===== config.mk =====
export PLATFORM = sky130hd
export DESIGN_NAME = mavr_ctrl
export DESIGN_NICKNAME = d
export VERILOG_FILES = /design/src/sv/mavr_pkg.sv /design/src/sv/mavr_ctrl.sv
export SDC_FILE = /design/constraint.sdc
export NUM_CORES = 1
export LEC_CHECK = 0
export BUFFER_PORTS_ARGS = -buffer_cell sky130_fd_sc_hd__buf_2
export CORE_AREA = 2 2 39 41
export DETAILED_ROUTE_END_ITERATION = 16
export DIE_AREA = 0 0 41 43
export GPL_TIMING_DRIVEN = 0
export PLACE_DENSITY = 0.68
export SETUP_SLACK_MARGIN = 0.3
export SYNTH_ARGS = -nofsm -noshare
export SYNTH_HDL_FRONTEND = slang
export SYNTH_SLANG_ARGS = --single-unit

===== constraint.sdc =====
create_clock -name clk -period 1.59 [get_ports clk]
set_clock_uncertainty 0.15 [all_clocks]
set_input_delay 0 -clock clk [delete_from_list [all_inputs] [get_ports clk]]
set_output_delay 0 -clock clk [all_outputs]
set_load 0.1 [all_outputs]

===== src/sv/mavr_pkg.sv =====
package mavr_pkg;

  localparam int MAX_WINDOW = 256;
  localparam int ADDR_W     = $clog2(MAX_WINDOW);
  localparam int LEN_W      = ADDR_W + 1;
  localparam int CFG_W      = 8;
  localparam int SAMPLE_W   = 32;
  localparam int AVG_W      = 32;
  localparam int SUM_W      = 64;
  localparam int TOTAL_W    = SAMPLE_W + ADDR_W;
  localparam int CARRY_W    = LEN_W + 1;
  localparam int DIV_STEPS  = TOTAL_W;
  localparam int CNT_W      = $clog2(DIV_STEPS);
  localparam int S_TDATA_W  = SAMPLE_W;
  localparam int M_TDATA_W  = AVG_W + SUM_W;

  typedef enum logic [2:0] {
    ST_IDLE,
    ST_READ,
    ST_TOTAL,
    ST_DIV,
    ST_FIX
  } mavr_state_t;

  typedef struct packed {
    logic take_in;
    logic rd_mem;
    logic upd_total;
    logic div_step;
    logic finish;
  } mavr_cmd_t;

  typedef struct packed {
    logic n_is_one;
  } mavr_status_t;

endpackage


===== src/sv/mavr_ctrl.sv =====
module mavr_ctrl (
  input  logic                  clk,
  input  logic                  rst,
  input  logic                  s_tvalid,
  output logic                  s_tready,
  output logic                  m_tvalid,
  input  logic                  m_tready,
  input  mavr_pkg::mavr_status_t status,
  output mavr_pkg::mavr_cmd_t    cmd
);

  mavr_pkg::mavr_state_t state, state_next;
  logic [mavr_pkg::CNT_W-1:0] cnt;
  logic out_free;

  assign out_free = !m_tvalid || m_tready;

  always_ff @(posedge clk) begin
    if (rst) begin
      state <= mavr_pkg::ST_IDLE;
    end else begin
      state <= state_next;
    end
  end

  always_ff @(posedge clk) begin
    if (rst) begin
      cnt <= '0;
    end else if (state == mavr_pkg::ST_TOTAL) begin
      cnt <= '0;
    end else if (state == mavr_pkg::ST_DIV) begin
      cnt <= cnt + 1'b1;
    end
  end

  always_ff @(posedge clk) begin
    if (rst) begin
      m_tvalid <= 1'b0;
    end else if (cmd.finish) begin
      m_tvalid <= 1'b1;
    end else if (m_tready) begin
      m_tvalid <= 1'b0;
    end
  end

  always_comb begin
    state_next = state;
    unique case (state)
      mavr_pkg::ST_IDLE: begin
        if (s_tvalid) begin
          state_next = status.n_is_one ? mavr_pkg::ST_FIX : mavr_pkg::ST_READ;
        end
      end
      mavr_pkg::ST_READ:  state_next = mavr_pkg::ST_TOTAL;
      mavr_pkg::ST_TOTAL: state_next = mavr_pkg::ST_DIV;
      mavr_pkg::ST_DIV: begin
        if (cnt == mavr_pkg::CNT_W'(mavr_pkg::DIV_STEPS - 1)) begin
          state_next = mavr_pkg::ST_FIX;
        end
      end
      mavr_pkg::ST_FIX: begin
        if (out_free) begin
          state_next = mavr_pkg::ST_IDLE;
        end
      end
      default: state_next = mavr_pkg::ST_IDLE;
    endcase
  end

  always_comb begin
    cmd      = '0;
    s_tready = 1'b0;
    unique case (state)
      mavr_pkg::ST_IDLE: begin
        s_tready    = 1'b1;
        cmd.take_in = s_tvalid;
      end
      mavr_pkg::ST_READ:  cmd.rd_mem    = 1'b1;
      mavr_pkg::ST_TOTAL: cmd.upd_total = 1'b1;
      mavr_pkg::ST_DIV:   cmd.div_step  = 1'b1;
      mavr_pkg::ST_FIX:   cmd.finish    = out_free;
      default: begin
      end
    endcase
  end

`ifndef SYNTH
  a_long_window_reads: assert property (@(posedge clk) disable iff (rst)
    (s_tvalid && s_tready && !status.n_is_one) |=> state == mavr_pkg::ST_READ)
    else $error("accepted item did not start a store read");

  a_finish_shows: assert property (@(posedge clk) disable iff (rst)
    cmd.finish |=> m_tvalid)
    else $error("finished item not presented");

  a_div_count: assert property (@(posedge clk) disable iff (rst)
    (state == mavr_pkg::ST_DIV) |-> cnt <= mavr_pkg::CNT_W'(mavr_pkg::DIV_STEPS - 1))
    else $error("divider step count overran");
`endif

endmodule


# Word-level counts from Yosys, hierarchy flattened
# Index checks and enable logic that the tools add are counted.
# classes
n_mux	13
order_cmp	0
multipliers	0
shift	0
div_mod_pow	0
n_addsub	1
eq_ne	8
bitwise	0
n_reduce_logical	6
# op_table
op	count
$pmux 3 s5	1
$mux 3	4
$mux 1	8
$add 6x1->6 const B	1
$eq 3x2->1 const B	2
$eq 6x6->1 const B	1
$ne 2x2->1 const B	2
$eq 3x1->1 const B	1
$eq 3x3->1 const B	1
$logic_not 3->1	1
$reduce_and 3->1	1
$ne 2x1->1 const B	1
$reduce_bool 2->1	1
$reduce_or 2->1	1
$logic_not 1->1	1
$logic_or 1x1->1	1
# totals
out_inout_bits	7
romBits	0
latchBits	0
ramBits	0
memories	0
elab_cells	31
in_bits	5
ff_bits	10

# Depth between registers and ports, before layout
# logic_depth
ltp_word	4
depth_mapped	5
depth_no_buf	4

# Worst setup path after synthesis
# OpenSTA, ideal clock, no wires.
# synth_timing
path_type	reg2out
startpoint	reg state[1]
endpoint	out cmd[4] (netlist name)
setup_slack_ps	-2095
required_time_ps	1440
path_stages_with_launch	4
arrival_ps	3535
path_buffers	1
path_cell_list	dfxtp_1 buf_6 nor3_1 and2_1
# synth_rtl
item	line	source
from (decl)	mavr_ctrl.sv:12	mavr_pkg::mavr_state_t state, state_next;
from (signal assigned)	mavr_ctrl.sv:20	state <= mavr_pkg::ST_IDLE;
from (signal assigned)	mavr_ctrl.sv:22	state <= state_next;
to (decl)	mavr_ctrl.sv:9	output mavr_pkg::mavr_cmd_t cmd

==> qor.yml <==
outcome:
  status: "complete, but fails checks"
  violations: "hold timing"
grt:
  overflow: 0
  grt_pass1_vias: 584
  grt_max_degree: 9
  antenna_found_initial: 0
  grt_usage_pct: 21.7
  grt_pass1_wl_mm: 2.57
worst_setup_path:
  crit_arrival_ns: 1.28
  crit_path_start_kind: "flop"
  crit_chain: "buf_6 > nor3_4 > and2_4 > buf_12"
  crit_fanout: 5
  cp_top_family: "simple AND/OR/NAND/NOR gates"
  rrSetupSlack_ns: 0.16
  reg2regPathDepth: 4
  end_kind: "output pin"
  cp.required_ns: 1.44
  cp_num_buf_inv: 2
  r2r-end: "cnt[5]"
  crit_cells: 4
  path_class: "flop to output pin"
  critPathLaunch: "state[2]"
  slowest_stage: "dfxtp_2"
  r2r_start: "state[0]"
  cpPeakStageDelay_ns: 0.33
  crit_end: "cmd[4]"
clocking:
  cts_sinks: 10
  cts_buffers: 3
  ctsLongestPathBuffers: 2
  clk_latency_ns: 0.26
  cts.clk_slew.worst_paths_ns: 0.07
  cts_tree: "done"
  htreeDepth: 1
  root_buffer: "clkbuf_4"
  ctsHoldBuffers: 3
logic_synthesis:
  yosys-top-cells-area: "dfxtp_1 (37%), buf_6 (4.2%), nor3b_1 (4.2%), a21oi_1 (3.7%), nand3b_4 (3.7%)"
  synthArstFlopShare_pct: 0
  synthDistinctLibCells: 31
  synth-main-ff-cell: "dfxtp_1"
  synth_edf_count: 0
  netlist_instances: 59
  synth_fp_nets: 65
  synth-seq-cells: 10
  yosys-top-cells-count: "dfxtp_1 (10), a21oi_1 (4), nand2_1 (4)"
  synth_top_area_cell: "dfxtp_1"
  yosysSeqAreaShare_pct: 37.1
  yosysMostFrequentCell: "dfxtp_1"
  synthesis.area_um2: 539
  synth_warnings: 0
  syn_area_per_cell_um2: 9.14
  synth_top_area_share_pct: 37.1
place:
  port_buffers: 11
  placed_cells: 86
  pre_cts_ws_ns: 0.121
  gp_congestion: 0.734
  dp_hpwl_um: 797
finish:
  nets: 93
  ff_latch_area_um2: 209
  fin_cells: 102
  area_delta_synth_final_pct: 79.8
  drive_gt1_share_pct: 58.1
  diodes: 0
  nFillCells: 108
  multi_input_area_um2: 369
floorplan:
  die_w_um: 41
  ios: 12
  core-area_um2: 1380
  initial_core_util_pct: 39.0
  die_area_um2: 1760
  die_h_um: 43
  num_rows: 14
timing:
  slew_viol_final: 0
  finalSetupTns_ns: 0
  fmax_ghz: 0.698
  hold_viol_final: 1
  fin_ws_ns: 0.156
  fin_crit_ns: 1.43
  rsz0062_at_grt: "true"
  max_slew_margin_pct: 68.1
  hold_ws_ns: -0.0839
  period_share_pct: 90.2
  setup_violations: 0
  worst_slew_pin_slew_ns: 0.482
routing:
  dr.pass1.iters: 3
  drtIter0Drc: 6
  drc: 0
  viasPerCell: 5.33
  routedWlPerCell_um: 14.3
  vias: 544
  drtAntennaViolNets: 0
  routed_wl_mm: 1.46
power_and_ir_drop:
  power_density_nw_per_um2: 897
  p_leak_uw: 0.000390
  power.total_uw: 869
  peakVddDrop_mv: 0.561
flow_run:
  maxCapViolCount: 0
hold_path:
  hold_path_class: "input pin to flop"
tightest hold or removal path: stages:
cell and delay (ns):
buf_2 0.07, nand2b_1 0.13, a21oi_1 0.09
area by class of cell:
type | count | area share [%]
plain buffers | 4 | 5.81
clock buffers | 4 | 2.71
inverters | 2 | 1.16
multi-input cells | 43 | 38.1
flip-flops and latches | 10 | 21.5
well taps | 16 | 2.06
repair buffers | 23 | 28.6
cells in the final DEF, fill, tap and decap left out, types with 2 or more instances in the layout:
cell type      instances
buf_6                  7
dfxtp_1                5
buf_2                  5
buf_12                 5
nand2_1                4
dfxtp_2                4
buf_8                  3
a21oi_2                3
clkbuf_4               3
buf_4                  3
dlygate4sd3_1          3
nor3b_1                2
nand4_1                2
or3_1                  2
nand3_1                2
a21oi_1                2
worst min path at each step:
| stage | cells past startpoint | startpoint | end | slack, ns |
|---|---|---|---|---|
| finish | 3 | m_tready | m_tvalid | -0.08 |
| global route | 3 | m_tready | m_tvalid | -0.07 |
| CTS | 3 | m_tready | m_tvalid | -0.09 |
| detailed placement | 2 | rst | state[0] | 0.08 |
| global placement | 2 | rst | m_tvalid | 0.06 |
| floorplan | 1 | rst | m_tvalid | -0.09 |
power breakdown:
group          switching [µW]  internal, µW  total [µW]
combinational             238           179         418
sequential               7.86           263         271
clock                    84.2          96.9         181
layer usage:
| metal | up-vias | part of all wire [%] | routed length, µm | track usage [%] |
|---|---|---|---|---|
| met2 | 9 | 57 | 832 | 38.1 |
| met1 | 263 | 40 | 577 | 22.2 |
| li1 | 272 | - | - | - |
| met4 | 0 | 0 | 0 | 8.00 |
| met5 | - | 0 | 0 | 0 |
| met3 | 0 | 3.2 | 46 | 6.81 |
kinds of logic (layout without fill, tap and decap cells):
kind of cell,after synthesis,count (layout),share of synthesized area (%)
and+or+nand+nor,27,27,32.9
AOI/OAI and AO/OA,13,13,16.7
DFF,10,10,37.1
buffers and inverters,6,33,7.66
xor gates and xnor gates,2,2,3.25
adders and majority gates,1,1,2.32
repair_timing:
item / in CTS / in global routing
endpoints found under the setup margin: 15 / 15
setup buffers: 6 / 1
pin swaps: 10 / 5
gates resized for setup: 38 / 10
cloned: 2 / 0
hold endpoints to repair: 4 / 1
stage by stage:
| step | utilization (%) | cell area (µm²) |
|---|---|---|
| floorplan | - | 579 |
| global placement | 47.3 | 654 |
| detailed placement | 47.3 | 654 |
| CTS | 67.1 | 928 |
| global route | 70.1 | 970 |
| finish | 70.1 | 970 |
sequential cells by signal, indices dropped and copies added (netlist names):
name and cells:
m_tvalid 1, cnt 6, state 3
No activity file was read; power rests on OpenSTA's default activity.
